<file path="src/rtl/a2b_pkg.sv">
// ----------------------------------------------------------------------------
// a2b_pkg
// Shared types and constants for the length-prefixed to Annex B converter.
// ----------------------------------------------------------------------------
package a2b_pkg;

  // Input function codes.
  localparam logic [1:0] FUNC_SAMPLE   = 2'd0;
  localparam logic [1:0] FUNC_LOAD_SPS = 2'd1;
  localparam logic [1:0] FUNC_LOAD_PPS = 2'd2;

  // Length size register codes; any other code selects four-byte lengths.
  localparam logic [1:0] LSC_ONE   = 2'd0;
  localparam logic [1:0] LSC_TWO   = 2'd1;
  localparam logic [1:0] LSC_FOUR  = 2'd2;

  // NAL unit type of an access unit delimiter.
  localparam logic [4:0] NAL_TYPE_AUD = 5'd9;

  // Fixed byte sequences.
  localparam int AUD_LEN    = 6;
  localparam int START3_LEN = 3;
  localparam int START4_LEN = 4;

  // Command queue depth between the front and back ends.
  localparam int QUEUE_DEPTH = 4;

  // Byte of the inserted access unit delimiter 00 00 00 01 09 F0.
  function automatic logic [7:0] aud_byte(input logic [2:0] idx);
    logic [7:0] b;
    case (idx)
      3'd3:    b = 8'h01;
      3'd4:    b = 8'h09;
      3'd5:    b = 8'hf0;
      default: b = 8'h00;
    endcase
    return b;
  endfunction

  // One input beat.
  typedef struct packed {
    logic [1:0]  func;
    logic [7:0]  data_byte;
    logic        first_flag;
    logic        sync_sample;
    logic [23:0] sample_length;
  } in_item_t;

  // One output beat.
  typedef struct packed {
    logic [7:0] out_byte;
    logic       run_last;
  } out_item_t;

  // Kind of work handed from the front end to the back end.
  typedef enum logic [1:0] {
    CMD_EMIT,
    CMD_LOAD_SPS,
    CMD_LOAD_PPS
  } cmd_kind_e;

  // Queued command. For an emit, the flags select which pieces go out:
  // delimiter, parameter sets (right after the delimiter when aud is set,
  // otherwise at the end), start code, and the payload byte itself.
  typedef struct packed {
    cmd_kind_e  kind;
    logic       first;
    logic       aud;
    logic       pre;
    logic       st3;
    logic       byte_en;
    logic [7:0] data;
  } cmd_t;

  // Queue status seen by both ends.
  typedef struct packed {
    logic full;
    logic empty;
  } fifo_stat_t;

endpackage

</file>
<file path="src/rtl/a2b_front.sv">
// ----------------------------------------------------------------------------
// a2b_front
// Parses sample bytes (length fields, payload, drops) and turns each beat
// into at most one command for the back end.
// ----------------------------------------------------------------------------
module a2b_front (
  input  logic                 clk_i,
  input  logic                 rst_ni,
  input  logic                 in_valid_i,
  output logic                 in_stall_o,
  input  a2b_pkg::in_item_t    in_data_i,
  input  logic                 cfg_valid_i,
  output logic                 cfg_ready_o,
  input  logic [1:0]           cfg_data_i,
  output logic                 cmd_push_o,
  output a2b_pkg::cmd_t        cmd_o,
  input  a2b_pkg::fifo_stat_t  fifo_stat_i
);
  import a2b_pkg::*;

  typedef enum logic [1:0] {
    PH_LENGTH,
    PH_PAYLOAD,
    PH_DROP
  } phase_e;

  phase_e      phase_q, phase_d;
  logic [1:0]  lsc_q, lsc_d;
  logic [23:0] acc_q, acc_d;
  logic        ovf_q, ovf_d;
  logic [2:0]  len_left_q, len_left_d;
  logic [23:0] nalu_left_q, nalu_left_d;
  logic [23:0] sample_left_q, sample_left_d;
  logic        first_nalu_q, first_nalu_d;
  logic        prefix_q, prefix_d;
  logic        nal_start_q, nal_start_d;

  logic        accept;
  logic [2:0]  field_size;
  logic [23:0] sample_left_pre;
  logic        field_ok;

  // The queue is the only reason to hold off the source.
  assign in_stall_o  = fifo_stat_i.full;
  assign cfg_ready_o = 1'b1;
  assign accept      = in_valid_i && !fifo_stat_i.full;

  // Size of a new length field.
  always_comb begin
    case (lsc_q)
      LSC_ONE: field_size = 3'd1;
      LSC_TWO: field_size = 3'd2;
      default: field_size = 3'd4;
    endcase
  end

  // Parser step for one accepted beat.
  always_comb begin
    phase_d         = phase_q;
    lsc_d           = lsc_q;
    acc_d           = acc_q;
    ovf_d           = ovf_q;
    len_left_d      = len_left_q;
    nalu_left_d     = nalu_left_q;
    sample_left_d   = sample_left_q;
    first_nalu_d    = first_nalu_q;
    prefix_d        = prefix_q;
    nal_start_d     = nal_start_q;
    cmd_push_o      = 1'b0;
    cmd_o           = '0;
    cmd_o.kind      = CMD_EMIT;
    cmd_o.first     = in_data_i.first_flag;
    cmd_o.data      = in_data_i.data_byte;
    sample_left_pre = '0;
    field_ok        = 1'b1;

    if (cfg_valid_i) begin
      lsc_d = cfg_data_i;
    end

    if (accept) begin
      case (in_data_i.func)
        FUNC_LOAD_SPS: begin
          cmd_push_o = 1'b1;
          cmd_o.kind = CMD_LOAD_SPS;
        end
        FUNC_LOAD_PPS: begin
          cmd_push_o = 1'b1;
          cmd_o.kind = CMD_LOAD_PPS;
        end
        FUNC_SAMPLE: begin
          // A first byte restarts the parser for a new sample.
          if (in_data_i.first_flag) begin
            sample_left_d = in_data_i.sample_length;
            phase_d       = PH_LENGTH;
            len_left_d    = '0;
            nalu_left_d   = '0;
            first_nalu_d  = 1'b1;
            prefix_d      = in_data_i.sync_sample;
            nal_start_d   = 1'b0;
          end
          if (sample_left_d != '0) begin
            sample_left_pre = sample_left_d;
            sample_left_d   = sample_left_d - 24'd1;
            case (phase_d)
              PH_LENGTH: begin
                // Start a field, or drop if the sample is too short for it.
                if (len_left_d == '0) begin
                  if (sample_left_pre < 24'(field_size)) begin
                    phase_d  = PH_DROP;
                    field_ok = 1'b0;
                  end else begin
                    len_left_d = field_size;
                    acc_d      = '0;
                    ovf_d      = 1'b0;
                  end
                end
                if (field_ok) begin
                  ovf_d      = ovf_d | (acc_d[23:16] != 8'd0);
                  acc_d      = {acc_d[15:0], in_data_i.data_byte};
                  len_left_d = len_left_d - 3'd1;
                  if (len_left_d == '0) begin
                    if (ovf_d || (acc_d > sample_left_d)) begin
                      phase_d = PH_DROP;
                    end else if (acc_d != '0) begin
                      nalu_left_d = acc_d;
                      phase_d     = PH_PAYLOAD;
                      nal_start_d = 1'b1;
                    end else if (first_nalu_d) begin
                      // Empty first NAL: delimiter, sets, start code.
                      if (sample_left_d == '0) begin
                        phase_d = PH_DROP;
                      end else begin
                        first_nalu_d = 1'b0;
                        cmd_push_o   = 1'b1;
                        cmd_o.aud    = 1'b1;
                        cmd_o.pre    = prefix_d;
                        cmd_o.st3    = 1'b1;
                        prefix_d     = 1'b0;
                      end
                    end else begin
                      // Empty later NAL: start code, then pending sets.
                      cmd_push_o = 1'b1;
                      cmd_o.st3  = 1'b1;
                      cmd_o.pre  = prefix_d;
                      prefix_d   = 1'b0;
                    end
                  end
                end
              end
              PH_PAYLOAD: begin
                cmd_push_o    = 1'b1;
                cmd_o.byte_en = 1'b1;
                if (nal_start_d) begin
                  nal_start_d = 1'b0;
                  cmd_o.st3   = 1'b1;
                  // The header byte decides whether a delimiter is inserted.
                  if (first_nalu_d) begin
                    first_nalu_d = 1'b0;
                    if (in_data_i.data_byte[4:0] != NAL_TYPE_AUD) begin
                      cmd_o.aud = 1'b1;
                      cmd_o.pre = prefix_d;
                      prefix_d  = 1'b0;
                    end
                  end
                end
                nalu_left_d = nalu_left_d - 24'd1;
                if (nalu_left_d == '0) begin
                  phase_d = PH_LENGTH;
                  if (prefix_d) begin
                    cmd_o.pre = 1'b1;
                    prefix_d  = 1'b0;
                  end
                end
              end
              default: ;
            endcase
          end
        end
        default: ;
      endcase
    end
  end

  // Parser state and configuration register.
  always_ff @(posedge clk_i or negedge rst_ni) begin
    if (!rst_ni) begin
      phase_q       <= PH_LENGTH;
      lsc_q         <= LSC_FOUR;
      acc_q         <= '0;
      ovf_q         <= 1'b0;
      len_left_q    <= '0;
      nalu_left_q   <= '0;
      sample_left_q <= '0;
      first_nalu_q  <= 1'b1;
      prefix_q      <= 1'b0;
      nal_start_q   <= 1'b0;
    end else begin
      phase_q       <= phase_d;
      lsc_q         <= lsc_d;
      acc_q         <= acc_d;
      ovf_q         <= ovf_d;
      len_left_q    <= len_left_d;
      nalu_left_q   <= nalu_left_d;
      sample_left_q <= sample_left_d;
      first_nalu_q  <= first_nalu_d;
      prefix_q      <= prefix_d;
      nal_start_q   <= nal_start_d;
    end
  end

endmodule

</file>
<file path="src/rtl/a2b_cmd_fifo.sv">
// ----------------------------------------------------------------------------
// a2b_cmd_fifo
// Short command queue that decouples the parser from the byte sequencer.
// ----------------------------------------------------------------------------
module a2b_cmd_fifo (
  input  logic                 clk_i,
  input  logic                 rst_ni,
  input  logic                 push_i,
  input  a2b_pkg::cmd_t        data_i,
  input  logic                 pop_i,
  output a2b_pkg::cmd_t        data_o,
  output a2b_pkg::fifo_stat_t  stat_o
);
  import a2b_pkg::*;

  localparam int PtrW = $clog2(QUEUE_DEPTH);
  localparam int CntW = $clog2(QUEUE_DEPTH + 1);

  cmd_t            mem_q [QUEUE_DEPTH];
  logic [PtrW-1:0] wr_ptr_q, wr_ptr_d;
  logic [PtrW-1:0] rd_ptr_q, rd_ptr_d;
  logic [CntW-1:0] count_q, count_d;

  assign data_o       = mem_q[rd_ptr_q];
  assign stat_o.full  = (count_q == CntW'(QUEUE_DEPTH));
  assign stat_o.empty = (count_q == '0);

  // Pointer and fill-level update.
  always_comb begin
    wr_ptr_d = wr_ptr_q;
    rd_ptr_d = rd_ptr_q;
    count_d  = count_q;
    if (push_i) begin
      wr_ptr_d = wr_ptr_q + PtrW'(1);
    end
    if (pop_i) begin
      rd_ptr_d = rd_ptr_q + PtrW'(1);
    end
    if (push_i && !pop_i) begin
      count_d = count_q + CntW'(1);
    end else if (pop_i && !push_i) begin
      count_d = count_q - CntW'(1);
    end
  end

  always_ff @(posedge clk_i or negedge rst_ni) begin
    if (!rst_ni) begin
      wr_ptr_q <= '0;
      rd_ptr_q <= '0;
      count_q  <= '0;
    end else begin
      wr_ptr_q <= wr_ptr_d;
      rd_ptr_q <= rd_ptr_d;
      count_q  <= count_d;
    end
  end

  // Queue storage.
  always_ff @(posedge clk_i) begin
    if (push_i) begin
      mem_q[wr_ptr_q] <= data_i;
    end
  end

endmodule

</file>
<file path="src/rtl/a2b_back.sv">
// ----------------------------------------------------------------------------
// a2b_back
// Byte sequencer: executes queued commands, holds the parameter-set stores
// and drives the registered output beat.
// ----------------------------------------------------------------------------
module a2b_back #(
  parameter int SPS_BYTES = 24,
  parameter int PPS_BYTES = 16
) (
  input  logic                clk_i,
  input  logic                rst_ni,
  input  a2b_pkg::cmd_t       cmd_i,
  input  logic                cmd_empty_i,
  output logic                cmd_pop_o,
  output logic                busy_o,
  output logic                out_valid_o,
  input  logic                out_stall_i,
  output a2b_pkg::out_item_t  out_data_o
);
  import a2b_pkg::*;

  localparam int SpsAw  = (SPS_BYTES > 1) ? $clog2(SPS_BYTES) : 1;
  localparam int SpsCw  = $clog2(SPS_BYTES + 1);
  localparam int PpsAw  = (PPS_BYTES > 1) ? $clog2(PPS_BYTES) : 1;
  localparam int PpsCw  = $clog2(PPS_BYTES + 1);
  localparam int MaxPs  = (SPS_BYTES > PPS_BYTES) ? SPS_BYTES : PPS_BYTES;
  localparam int MaxSeg = (MaxPs > AUD_LEN) ? MaxPs : AUD_LEN;
  localparam int IdxW   = $clog2(MaxSeg);
  localparam int LenW   = $clog2(MaxSeg + 1);
  localparam int NumPos = 11;

  // Piece positions in output order.
  localparam logic [3:0] POS_AUD       = 4'd0;
  localparam logic [3:0] POS_E_HDR_SPS = 4'd1;
  localparam logic [3:0] POS_E_SPS     = 4'd2;
  localparam logic [3:0] POS_E_HDR_PPS = 4'd3;
  localparam logic [3:0] POS_E_PPS     = 4'd4;
  localparam logic [3:0] POS_ST3       = 4'd5;
  localparam logic [3:0] POS_BYTE      = 4'd6;
  localparam logic [3:0] POS_L_HDR_SPS = 4'd7;
  localparam logic [3:0] POS_L_SPS     = 4'd8;
  localparam logic [3:0] POS_L_HDR_PPS = 4'd9;
  localparam logic [3:0] POS_L_PPS     = 4'd10;

  // Which pieces a command sends.
  function automatic logic [NumPos-1:0] piece_mask(input cmd_t c, input logic sps_nz,
                                                   input logic pps_nz);
    logic [NumPos-1:0] m;
    logic early;
    logic late;
    early = c.pre && c.aud;
    late  = c.pre && !c.aud;
    m = '0;
    m[POS_AUD]       = c.aud;
    m[POS_E_HDR_SPS] = early;
    m[POS_E_SPS]     = early && sps_nz;
    m[POS_E_HDR_PPS] = early;
    m[POS_E_PPS]     = early && pps_nz;
    m[POS_ST3]       = c.st3;
    m[POS_BYTE]      = c.byte_en;
    m[POS_L_HDR_SPS] = late;
    m[POS_L_SPS]     = late && sps_nz;
    m[POS_L_HDR_PPS] = late;
    m[POS_L_PPS]     = late && pps_nz;
    return m;
  endfunction

  // Lowest enabled position at or after start, with a found flag on top.
  function automatic logic [4:0] next_piece(input logic [NumPos-1:0] m,
                                            input logic [3:0] start);
    logic [4:0] r;
    r = '0;
    for (int i = NumPos - 1; i >= 0; i--) begin
      if (m[i] && (4'(i) >= start)) begin
        r = {1'b1, 4'(i)};
      end
    end
    return r;
  endfunction

  logic [7:0]       sps_mem_q [SPS_BYTES];
  logic [7:0]       pps_mem_q [PPS_BYTES];
  logic [SpsCw-1:0] sps_cnt_q;
  logic [PpsCw-1:0] pps_cnt_q;

  logic             busy_q;
  cmd_t             cmd_q;
  logic [3:0]       pos_q;
  logic [IdxW-1:0]  idx_q;
  logic             out_valid_q;
  out_item_t        out_q;

  logic              sps_nz, pps_nz;
  logic [NumPos-1:0] run_mask, head_mask;
  logic [4:0]        run_next, head_first;
  logic              emit_ok;
  logic [7:0]        piece_byte;
  logic [LenW-1:0]   piece_len;
  logic              piece_end;
  logic              sps_wr, pps_wr;
  logic [SpsAw-1:0]  sps_waddr;
  logic [PpsAw-1:0]  pps_waddr;

  assign sps_nz     = (sps_cnt_q != '0);
  assign pps_nz     = (pps_cnt_q != '0);
  assign run_mask   = piece_mask(cmd_q, sps_nz, pps_nz);
  assign head_mask  = piece_mask(cmd_i, sps_nz, pps_nz);
  assign run_next   = next_piece(run_mask, pos_q + 4'd1);
  assign head_first = next_piece(head_mask, POS_AUD);

  assign cmd_pop_o   = !busy_q && !cmd_empty_i;
  assign emit_ok     = busy_q && (!out_valid_q || !out_stall_i);
  assign busy_o      = busy_q;
  assign out_valid_o = out_valid_q;
  assign out_data_o  = out_q;

  // Byte and length of the current piece.
  always_comb begin
    case (pos_q)
      POS_AUD: begin
        piece_byte = aud_byte(idx_q[2:0]);
        piece_len  = LenW'(AUD_LEN);
      end
      POS_E_HDR_SPS, POS_E_HDR_PPS, POS_L_HDR_SPS, POS_L_HDR_PPS: begin
        piece_byte = (idx_q == IdxW'(START4_LEN - 1)) ? 8'h01 : 8'h00;
        piece_len  = LenW'(START4_LEN);
      end
      POS_E_SPS, POS_L_SPS: begin
        piece_byte = sps_mem_q[idx_q[SpsAw-1:0]];
        piece_len  = LenW'(sps_cnt_q);
      end
      POS_E_PPS, POS_L_PPS: begin
        piece_byte = pps_mem_q[idx_q[PpsAw-1:0]];
        piece_len  = LenW'(pps_cnt_q);
      end
      POS_ST3: begin
        piece_byte = (idx_q == IdxW'(START3_LEN - 1)) ? 8'h01 : 8'h00;
        piece_len  = LenW'(START3_LEN);
      end
      default: begin
        piece_byte = cmd_q.data;
        piece_len  = LenW'(1);
      end
    endcase
  end

  assign piece_end = ((LenW'(idx_q) + LenW'(1)) == piece_len);

  // Parameter-set store writes: a first byte restarts, extra bytes are ignored.
  assign sps_wr    = cmd_pop_o && (cmd_i.kind == CMD_LOAD_SPS) &&
                     (cmd_i.first || (sps_cnt_q < SpsCw'(SPS_BYTES)));
  assign pps_wr    = cmd_pop_o && (cmd_i.kind == CMD_LOAD_PPS) &&
                     (cmd_i.first || (pps_cnt_q < PpsCw'(PPS_BYTES)));
  assign sps_waddr = cmd_i.first ? '0 : sps_cnt_q[SpsAw-1:0];
  assign pps_waddr = cmd_i.first ? '0 : pps_cnt_q[PpsAw-1:0];

  // Sequencer, store counts and output register.
  always_ff @(posedge clk_i or negedge rst_ni) begin
    if (!rst_ni) begin
      busy_q      <= 1'b0;
      cmd_q       <= '0;
      pos_q       <= POS_AUD;
      idx_q       <= '0;
      out_valid_q <= 1'b0;
      out_q       <= '0;
      sps_cnt_q   <= '0;
      pps_cnt_q   <= '0;
    end else begin
      if (out_valid_q && !out_stall_i) begin
        out_valid_q <= 1'b0;
      end
      if (emit_ok) begin
        out_valid_q     <= 1'b1;
        out_q.out_byte  <= piece_byte;
        out_q.run_last  <= piece_end && !run_next[4];
        if (piece_end) begin
          idx_q <= '0;
          if (run_next[4]) begin
            pos_q <= run_next[3:0];
          end else begin
            busy_q <= 1'b0;
          end
        end else begin
          idx_q <= idx_q + IdxW'(1);
        end
      end
      if (cmd_pop_o) begin
        case (cmd_i.kind)
          CMD_EMIT: begin
            cmd_q  <= cmd_i;
            pos_q  <= head_first[3:0];
            idx_q  <= '0;
            busy_q <= 1'b1;
          end
          CMD_LOAD_SPS: begin
            if (sps_wr) begin
              sps_cnt_q <= SpsCw'(sps_waddr) + SpsCw'(1);
            end
          end
          CMD_LOAD_PPS: begin
            if (pps_wr) begin
              pps_cnt_q <= PpsCw'(pps_waddr) + PpsCw'(1);
            end
          end
          default: ;
        endcase
      end
    end
  end

  // Parameter-set stores.
  always_ff @(posedge clk_i) begin
    if (sps_wr) begin
      sps_mem_q[sps_waddr] <= cmd_i.data;
    end
    if (pps_wr) begin
      pps_mem_q[pps_waddr] <= cmd_i.data;
    end
  end

endmodule

</file>
<file path="src/rtl/avcc_to_annexb_converter_unit.sv">
// ----------------------------------------------------------------------------
// avcc_to_annexb_converter_unit
// H.264 length-prefixed sample to Annex B byte-stream converter, one byte
// per input beat, with delimiter and parameter-set insertion.
// ----------------------------------------------------------------------------
// The front end takes one input beat per cycle whenever its four-entry
// command queue has room; beats with no back-end work (length bytes, dropped
// bytes, ignored codes) push no command. The back-end sequencer fetches a
// queued command only while idle and then sends its output bytes one per
// cycle while the output is not stalled, so each command, a plain payload
// byte as much as an insertion burst, is done before the next is fetched;
// a parameter-set load byte only writes its store. Output bytes leave from a
// register, so the input side keeps running while the output is stalled
// until the queue fills. Parameter-set loads pass through the same queue,
// so they take effect in order with the bursts that read the stores.
module avcc_to_annexb_converter_unit #(
  parameter int SPS_BYTES = 24,
  parameter int PPS_BYTES = 16
) (
  input  logic                clk_i,
  input  logic                rst_ni,
  input  logic                in_valid_i,
  output logic                in_stall_o,
  input  a2b_pkg::in_item_t   in_data_i,
  output logic                out_valid_o,
  input  logic                out_stall_i,
  output a2b_pkg::out_item_t  out_data_o,
  input  logic                cfg_valid_i,
  output logic                cfg_ready_o,
  input  logic [1:0]          cfg_data_i
);
  import a2b_pkg::*;

  logic       cmd_push;
  logic       cmd_pop;
  cmd_t       cmd_in;
  cmd_t       cmd_head;
  fifo_stat_t fifo_stat;
  logic       back_busy;

  // Parser.
  a2b_front u_front (
    .clk_i       (clk_i),
    .rst_ni      (rst_ni),
    .in_valid_i  (in_valid_i),
    .in_stall_o  (in_stall_o),
    .in_data_i   (in_data_i),
    .cfg_valid_i (cfg_valid_i),
    .cfg_ready_o (cfg_ready_o),
    .cfg_data_i  (cfg_data_i),
    .cmd_push_o  (cmd_push),
    .cmd_o       (cmd_in),
    .fifo_stat_i (fifo_stat)
  );

  // Command queue.
  a2b_cmd_fifo u_fifo (
    .clk_i  (clk_i),
    .rst_ni (rst_ni),
    .push_i (cmd_push),
    .data_i (cmd_in),
    .pop_i  (cmd_pop),
    .data_o (cmd_head),
    .stat_o (fifo_stat)
  );

  // Byte sequencer.
  a2b_back #(
    .SPS_BYTES (SPS_BYTES),
    .PPS_BYTES (PPS_BYTES)
  ) u_back (
    .clk_i       (clk_i),
    .rst_ni      (rst_ni),
    .cmd_i       (cmd_head),
    .cmd_empty_i (fifo_stat.empty),
    .cmd_pop_o   (cmd_pop),
    .busy_o      (back_busy),
    .out_valid_o (out_valid_o),
    .out_stall_i (out_stall_i),
    .out_data_o  (out_data_o)
  );

`ifndef ASSERT_OFF
  // The parser never pushes into a full queue.
  a_push_room: assert property (@(posedge clk_i) disable iff (!rst_ni)
    cmd_push |-> !fifo_stat.full)
    else $error("command pushed into a full queue");

  // The sequencer only fetches when a command is waiting.
  a_pop_data: assert property (@(posedge clk_i) disable iff (!rst_ni)
    cmd_pop |-> !fifo_stat.empty)
    else $error("command fetched from an empty queue");

  // A new output beat only appears while a command is being executed.
  a_out_from_busy: assert property (@(posedge clk_i) disable iff (!rst_ni)
    $rose(out_valid_o) |-> $past(back_busy))
    else $error("output beat without an active command");
`endif

endmodule

</file>
<file path="config.mk">
export PLATFORM = sky130hd
export DESIGN_NAME = avcc_to_annexb_converter_unit
export DESIGN_NICKNAME = d
export VERILOG_FILES = /design/src/rtl/a2b_pkg.sv /design/src/rtl/a2b_front.sv /design/src/rtl/a2b_cmd_fifo.sv /design/src/rtl/a2b_back.sv /design/src/rtl/avcc_to_annexb_converter_unit.sv
export SDC_FILE = /design/constraint.sdc
export NUM_CORES = 1
export LEC_CHECK = 0
export BUFFER_PORTS_ARGS = -buffer_cell sky130_fd_sc_hd__clkbuf_2
export CAP_MARGIN = 20
export CORE_MARGIN = 3
export CORE_UTILIZATION = 57
export DETAILED_ROUTE_END_ITERATION = 7
export PLACE_DENSITY_LB_ADDON = 0.05
export SLEW_MARGIN = 40
export SYNTH_ARGS = -nofsm -noshare
export SYNTH_HDL_FRONTEND = slang
export SYNTH_SLANG_ARGS = --single-unit
</file>
<file path="constraint.sdc">
create_clock -name clk_i -period 5.2 [get_ports clk_i]
set_input_delay 0.52 -clock clk_i [delete_from_list [all_inputs] [get_ports clk_i]]
set_output_delay 0.52 -clock clk_i [all_outputs]
set_load 0.05 [all_outputs]
</file>
==> Word level (Yosys, flattened, before mapping) <==
Memory sizes are Yosys's and may differ from the RTL's.
Cells that the tools add are included.
{ "word_totals": {"word_cells": 331, "rom_bits": 0, "out_inout_bits": 12, "latch_bits": 0, "ramBits": 380, "input_bits": 43, "regBits": 132, "n_memories": 3} }
{ "classes": {"reduce_logical": 74, "div_mod_pow": 0, "eq_ne": 23, "shifts": 0, "n_mux": 178, "add_sub_neg": 11, "multipliers": 0, "magnitude_cmp": 15, "n_bitwise": 1} }
{ "mem_list": {"columns": ["name", "words", "width", "rd", "rd_clocked_by_memory_dff", "wr", "line", "rtl"], "rows": [
  ["u_back.sps_mem_q", 24, 8, 1, 0, 1, "a2b_back.sv:81", "logic [7:0] sps_mem_q [SPS_BYTES];"],
  ["u_back.pps_mem_q", 16, 8, 1, 0, 1, "a2b_back.sv:82", "logic [7:0] pps_mem_q [PPS_BYTES];"],
  ["u_fifo.mem_q", 4, 15, 1, 0, 1, "a2b_cmd_fifo.sv:19", "cmd_t mem_q [QUEUE_DEPTH];"]
]} }
{ "op_table": {"columns": ["cell", "count"], "rows": [
  ["2-to-1 mux 24 bit", 19],
  ["2-to-1 mux 5 bit", 16],
  ["2-to-1 mux 1 bit", 75],
  ["2-to-1 mux 4 bit", 18],
  ["2-to-1 mux 3 bit", 20],
  ["zero test 24 bit", 2],
  ["one-hot mux 24 bit (2 select lines)", 1],
  ["nonzero test 24 bit", 2],
  ["subtractor 24 x 1 -> 24 bit, second input constant", 2],
  ["one-hot mux 8 bit (5 select lines)", 1],
  ["logical AND 1 bit", 34],
  ["2-to-1 mux 2 bit", 17],
  ["one-hot mux 5 bit (5 select lines)", 1],
  ["> comparator 24 bit", 1],
  ["less-than comparator 24 x 3 -> 1 bit", 1],
  ["one-hot mux 8 bit (3 select lines)", 1],
  [">= comparator 3 x 4 -> 1 bit, first input constant", 4],
  ["== test 4 x 3 -> 1 bit, second input constant", 3],
  ["== test 4 bit, second input constant", 3],
  [">= comparator 4 bit, first input constant", 3],
  ["one-hot mux 3 bit (2 select lines)", 2],
  ["adder 5 x 1 -> 5 bit, second input constant", 2],
  ["== test 5 x 2 -> 1 bit, second input constant", 2],
  ["zero test 1 bit", 10],
  ["31 further kinds", 62]
]} }

==> Depth between registers and ports, before layout <==
{ "depth": {"ltp_word": 25, "depth_mapped": 32, "depth_no_buf": 23} }

==> Hierarchy <==
A second synthesis with hierarchy kept.
{ "unflattened": {"cells_unflattened": 1877, "hier_area_um2": 25396.9} }
{ "by_module_without_submodules": {"columns": ["mod", "seq_area_each_um2", "cells_per_inst", "area_each_um2", "instances"], "rows": [
  ["a2b_back", 10660.2, 907, 15507.4, 1],
  ["a2b_front", 2079.5, 857, 7292.0, 1],
  ["a2b_cmd_fifo", 1976.9, 113, 2597.5, 1]
]} }

==> Worst setup path before layout <==
Ideal clock, no wire load.
{ "synth_path": {"path_type": "input -> register", "from": "in in_data_i[25] (netlist name)", "to": "reg u_fifo.count_q[2]", "setup_time_ns": 0.079, "path_buffers": 10, "required_ns": 5.121, "t_arrival_ns": 7.390, "setup_slack_ns": -2.269, "cell_stages": 32, "cell_sequence": "buf_2 buf_4 buf_4 buf_2 buf_2 buf_2 buf_2 buf_1 mux2_2 ha_1 nor4_1 a22oi_1 or2_2 o21ai_0 clkbuf_2 clkbuf_1 and2_1 ha_1 nand4_1 nor4_1 nand2_1 mux2_2 a22oi_1 and3_1 o211ai_1 o31ai_2 ha_1 inv_1 fa_1 xor2_1 nor2_1 xor2_1"} }
{ "synth_via": {"elab_chain_cells": 23, "word_cells_on_any_way": 65, "classes_between": "add/sub: 2; order compare: 2; eq/ne: 1; mux: 47; bitwise: 1; reduce/logical: 12"} }
{ "synth_rtl": {"columns": ["element", "line", "rtl"], "rows": [
  ["start, declared", "avcc_to_annexb_converter_unit.sv:24", "input a2b_pkg::in_item_t in_data_i,"],
  ["parallel branches: the longest is 17 deep, another holds less-than comparator 24 x 3 -> 1 bit", null, null],
  ["2-to-1 mux 1 bit *", "a2b_front.sv:102", "if (sample_left_d != '0) begin"],
  ["one-hot mux 1 bit (2 select lines) *", "a2b_front.sv:82", "case (in_data_i.func)"],
  ["2-to-1 mux 1 bit *", "a2b_front.sv:81", "if (accept) begin"],
  ["net cmd_push", "avcc_to_annexb_converter_unit.sv:34", "logic cmd_push;"],
  ["zero test 1 bit", "a2b_cmd_fifo.sv:41", "end else if (pop_i && !push_i) begin"],
  ["logical AND 1 bit", "a2b_cmd_fifo.sv:41", null],
  ["nonzero test 2 bit (no line)", null, null],
  ["end signal, assigned", "a2b_cmd_fifo.sv:54", "count_q <= count_d;"],
  ["end, declared", "a2b_cmd_fifo.sv:22", "logic [CntW-1:0] count_q, count_d;"]
]} }
Mark *: on every way through the listed nets, which the timed path passes. The select of a mux whose other input is x is not followed.
A chain may end at the register's enable or synchronous reset.

==> Worst setup path after layout <==
{ "layout_path": {"from": "reg u_front.sample_left_q[2]", "to": "reg u_fifo.count_q[2]"} }
{ "layout_via": {"elab_chain_cells": 23, "word_cells_on_any_way": 53, "classes_between": "add/sub: 2; order compare: 2; mux: 38; bitwise: 1; reduce/logical: 10"} }
{ "layout_rtl": {"columns": ["element", "line", "rtl"], "rows": [
  ["start, declared", "a2b_front.sv:33", "logic [23:0] sample_left_q, sample_left_d;"],
  ["start signal, assigned", "a2b_front.sv:205", "sample_left_q <= sample_left_d;"],
  ["2-to-1 mux 24 bit *", "a2b_front.sv:93", "if (in_data_i.first_flag) begin"],
  ["2-to-1 mux 24 bit *", "a2b_front.sv:82", null],
  ["2-to-1 mux 24 bit *", "a2b_front.sv:81", null],
  ["parallel branches: the longest is 14 deep, another holds less-than comparator 24 x 3 -> 1 bit", null, null],
  ["2-to-1 mux 1 bit *", "a2b_front.sv:102", null],
  ["one-hot mux 1 bit (2 select lines) *", "a2b_front.sv:82", null],
  ["2-to-1 mux 1 bit *", "a2b_front.sv:81", null],
  ["net cmd_push", "avcc_to_annexb_converter_unit.sv:34", null],
  ["zero test 1 bit", "a2b_cmd_fifo.sv:41", null],
  ["logical AND 1 bit", "a2b_cmd_fifo.sv:41", null],
  ["nonzero test 2 bit (no line)", null, null]
]} }
Marks and branches as above.

==> impl_metrics.toml <==
[timing]
rsz0062_at_grt = "yes"
fin_crit_ps = 5208
fmax_ghz = 0.1920
tightest_slew_ps = 817.5
fin_skew_ps = 29.66
slew_violations = 0
setup-violations-final = 1
whs_ps = 130.2
hold_violations = 0
fin_crit_sh_pct = 100.2
finalWorstSetupSlack_ps = -8.318
slew_headroom_pct = 45.30

[synthesis]
netlist_area_mm2 = 0.02474
ys_ff_latch = 512
synth-edff-count = 380
syn_inst = 1849
ys.flop_type = "edfxtp_1"
ys_types = 92
avgSynthCellArea_um2 = 13.38
synth.net_count = 1951
async_reset_ff_share_pct = 25.78
ys_warn_count = 0
synth_seq_area_share_pct = 59.49

[placed_design]
dp_hpwl_mm = 41.79
placedCellCount = 2505
gp_congestion = 0.8937
placed_cell_area_mm2 = 0.02644
port_buffers = 53

[clocking]
clk_latency_ps = 610
root_buffer = "clkbuf_16"
cts.htree.levels = 2
cts_tree = "done"
path_clk_slew_ps = 60
numCtsBuffers = 52
cts_sinks = 512
clk_path_buf_depth = 3

[die]
boundaryPins = 55
fp.dieH_um = 214.3
core_mm2 = 0.04242
initial_utilization_pct = 58.32
die_width_um = 214.3
fp.dieArea_mm2 = 0.04594
rows = 75

[layout]
multi_input_area_mm2 = 0.009698
diodes = 0
nFillCells = 3105
fin_area_mm2 = 0.02846
stdcell_count = 2622
post-route-util_pct = 67.09
layout.nets = 2106
drive_gt1_share_pct = 23.77
seq_area_mm2 = 0.01473
area_growth_syn_to_layout_pct = 15.03

[route]
wl_mm = 60.87
postRouteAntennaNets = 0
dr.first_iter.drc_count = 1365
drc = 0
vias_per_cell = 6.205
wl_per_cell_um = 23.21
routed-via-count = 16270
drt_pre_antenna_iters = 7

[worst_hold_path]
hold_path_end = "u_front.lsc_q[1]$_DFFE_PN1P_"
hold_depth = 2
hold_class = "in2reg"
hp-start = "cfg_valid_i"

[power]
vdd_drop_max_mv = 0.3380
p_per_area_mw_per_mm2 = 536.5
p_leak_nw = 10.27

[run_status]
violations = "setup timing"
status = "finished with violations"

[flow_run]
maxCapViolations = 0

[setup_path]
critPathMaxFanout = 4
cp_data_arrival_time_ps = 5730
reg2reg_to = "u_fifo.count_q[2]$_DFFE_PN0P_"
cp-start-kind = "register"
reg2reg_slack_ps = -8
cp_slowest_cell = "or4_4"
cp_cell_sequence = "or4_4, a222oi_1, buf_4, and4_4, nand2_4, xor2_4, inv_2, ha_4, nand4_1, nor4_4, nand2_1, mux2_4, a22oi_2, and3_4, o211ai_1, o31ai_2, ha_2, inv_2, fa_2, xor2_1, nor2_1, xor2_1"
cp_slowest_stage_delay_ps = 530
worstSetupPathType = "reg2reg"
cp-end-kind = "register"
rr_worst_depth = 22
required_ps = 5730
rr_startpoint = "u_front.sample_left_q[2]$_DFFE_PN0P_"

[grt]
busiest_layer = "met2"
grt_start_max_net_pins = 79
grt_util_met2_pct = 45.54
grt_use_met3_pct = 4.379
grt_pass1_wl_mm = 95.61
antenna_found_initial = 0
met1_usage_pct = 35.05
grt_overflow = 0
first_global_vias = 16340
track_usage_pct = 26.63
-- placed cells by master, fill, tap and decap left out, drive strengths merged, types with 13 or more instances in the layout --
cell and n:
buf 148, nand2b 13, a31oi 19, nor2 125
nand4 20, nor3 37, clkbuf 125, o211ai 15
and2 37, xor2 18, o31ai 18, o21ai 90
xnor2 33, or3 19, nand2 170, mux2i 25
dfrtp 130, edfxtp 380, inv 47, clkinv 16
nor4 28, a22o 23, ha 58, a221oi 13
mux4 110, nor2b 21, nand3 37, a21oi 74
mux2 26
-- cell type report --
| class | instances | area share [%] |
|---|---|---|
| clock inverters | 21 | 0.8134 |
| flip-flops and latches | 512 | 51.75 |
| multi-input cells | 1191 | 34.08 |
| inverters | 47 | 0.6288 |
| repair buffers | 200 | 5.153 |
| well taps | 577 | 2.537 |
| clock buffers | 74 | 5.039 |
-- critical path: cells and delay by family (launching register included) --
kind / cells / cell delay [ps]
AO/OA/AOI/OAI: 4 / 980
XOR/XNOR: 3 / 450
adder cells (fa/ha/maj): 3 / 830
buffers and inverters: 3 / 290
flip-flops: 1 / 420
multiplexers: 1 / 290
AND/OR/NAND/NOR: 8 / 1880
-- cells in the mapped netlist, drive strengths merged, types with 9 or more instances --
library cell | count | area [um2]
mux2 | 26 | 292.8
or4 | 9 | 71.32
xnor2 | 33 | 289.0
nor2b | 21 | 131.4
ha | 58 | 725.7
or3 | 19 | 118.9
nor4 | 28 | 181.4
edfxtp | 380 | 11410
nand2 | 170 | 638.1
o211ai | 15 | 117.6
a21o | 9 | 67.56
o22ai | 12 | 75.07
xor2 | 18 | 157.7
o31ai | 18 | 145.1
nor2 | 125 | 469.2
and2 | 37 | 231.5
a221oi | 13 | 113.9
a31oi | 19 | 125.1
buf | 31 | 160.2
a22oi | 9 | 67.56
nor3b | 11 | 82.58
nand2b | 13 | 81.33
nor3 | 37 | 195.2
a22o | 23 | 201.4
and3 | 11 | 68.82
nand3 | 37 | 190.2
o21ai | 90 | 450.4
mux2i | 25 | 254.0
nand4 | 20 | 140.1
mux4 | 110 | 2477
clkbuf | 68 | 256.5
a21oi | 74 | 370.4
inv | 45 | 168.9
dfrtp | 130 | 3253
-- how the worst max path moves through the flow --
stage | to | depth (start not counted) | from
2_1_floorplan | u_fifo.count_q[2]$_DFFE_PN0P_ | 32 | in_data_i[25]
3_3_place_gp | u_fifo.count_q[2]$_DFFE_PN0P_ | 23 | in_data_i[25]
3_5_place_dp | u_fifo.count_q[2]$_DFFE_PN0P_ | 23 | in_data_i[25]
4_1_cts | u_fifo.count_q[2]$_DFFE_PN0P_ | 22 | u_front.sample_left_q[2]$_DFFE_PN0P_
5_1_grt | u_fifo.count_q[2]$_DFFE_PN0P_ | 24 | u_front.sample_left_q[1]$_DFFE_PN0P_
6_report | u_fifo.count_q[2]$_DFFE_PN0P_ | 22 | u_front.sample_left_q[2]$_DFFE_PN0P_
-- metrics by stage --
stage | TNS, ps | total power, mW | setup slack (ps)
finish | -8.318 | 15.27 | -8.318
global route | -591.0 | 16.12 | -314.2
floorplan | -47500 | 9.676 | -1099
global placement | -9921 | 11.45 | -440.7
detailed placement | -15410 | 11.59 | -521.1
CTS | -74.98 | 15.28 | -49.57
-- what timing repair did --
action,4_1_cts,5_1_grt
setup endpoints to repair,2,62
hold endpoints to repair,59,0
resized for setup,15,22
buffers inserted,15,6
pin swaps,21,6
hold buffers,1,0
cloned,0,0
-- routing by layer --
layer  vias to the layer above  share of wire, %
li1                       7467                 -
met1                      8146                41
met2                       530                50
met3                       127               5.2
met4                         0               3.6
met5                         -                 0
-- flip-flops by register name, summed over array words and instances (netlist names), 2 cells and up --
| name | flops |
|---|---|
| u_back.cmd_q | 12 |
| u_back.idx_q | 5 |
| u_back.out_data_o | 9 |
| u_back.pos_q | 4 |
| u_back.pps_cnt_q | 5 |
| u_back.pps_mem_q | 128 |
| u_back.sps_cnt_q | 5 |
| u_back.sps_mem_q | 192 |
| u_fifo.count_q | 3 |
| u_fifo.mem_q | 60 |
| u_fifo.rd_ptr_q | 2 |
| u_fifo.wr_ptr_q | 2 |
| u_front.acc_q | 24 |
| u_front.len_left_q | 3 |
| u_front.lsc_q | 2 |
| u_front.nalu_left_q | 24 |
| u_front.phase_q | 2 |
| u_front.sample_left_q | 24 |
-- power breakdown --
| group | switching, mW | leakage (nW) | total [mW] | internal (mW) |
|---|---|---|---|---|
| clock network | 1.57 | 0.798 | 3.61 | 2.04 |
| logic | 3.19 | 4.40 | 5.53 | 2.35 |
| registers | 0.742 | 5.08 | 6.12 | 5.38 |
-- logic make-up after synthesis --
group                      count (synthesis)  synth area share, %
buffers and inverters                    146                2.397
muxes                                    161                12.22
AOI/OAI and AO/OA                        348                9.377
xor gates and xnor gates                  51                1.806
and+or+nand+nor                          571                11.67
DFF                                      512                59.49
adders and majority gates                 59                3.015
other                                      1              0.01516
Note: power is estimated with default switching activity, not from simulation.
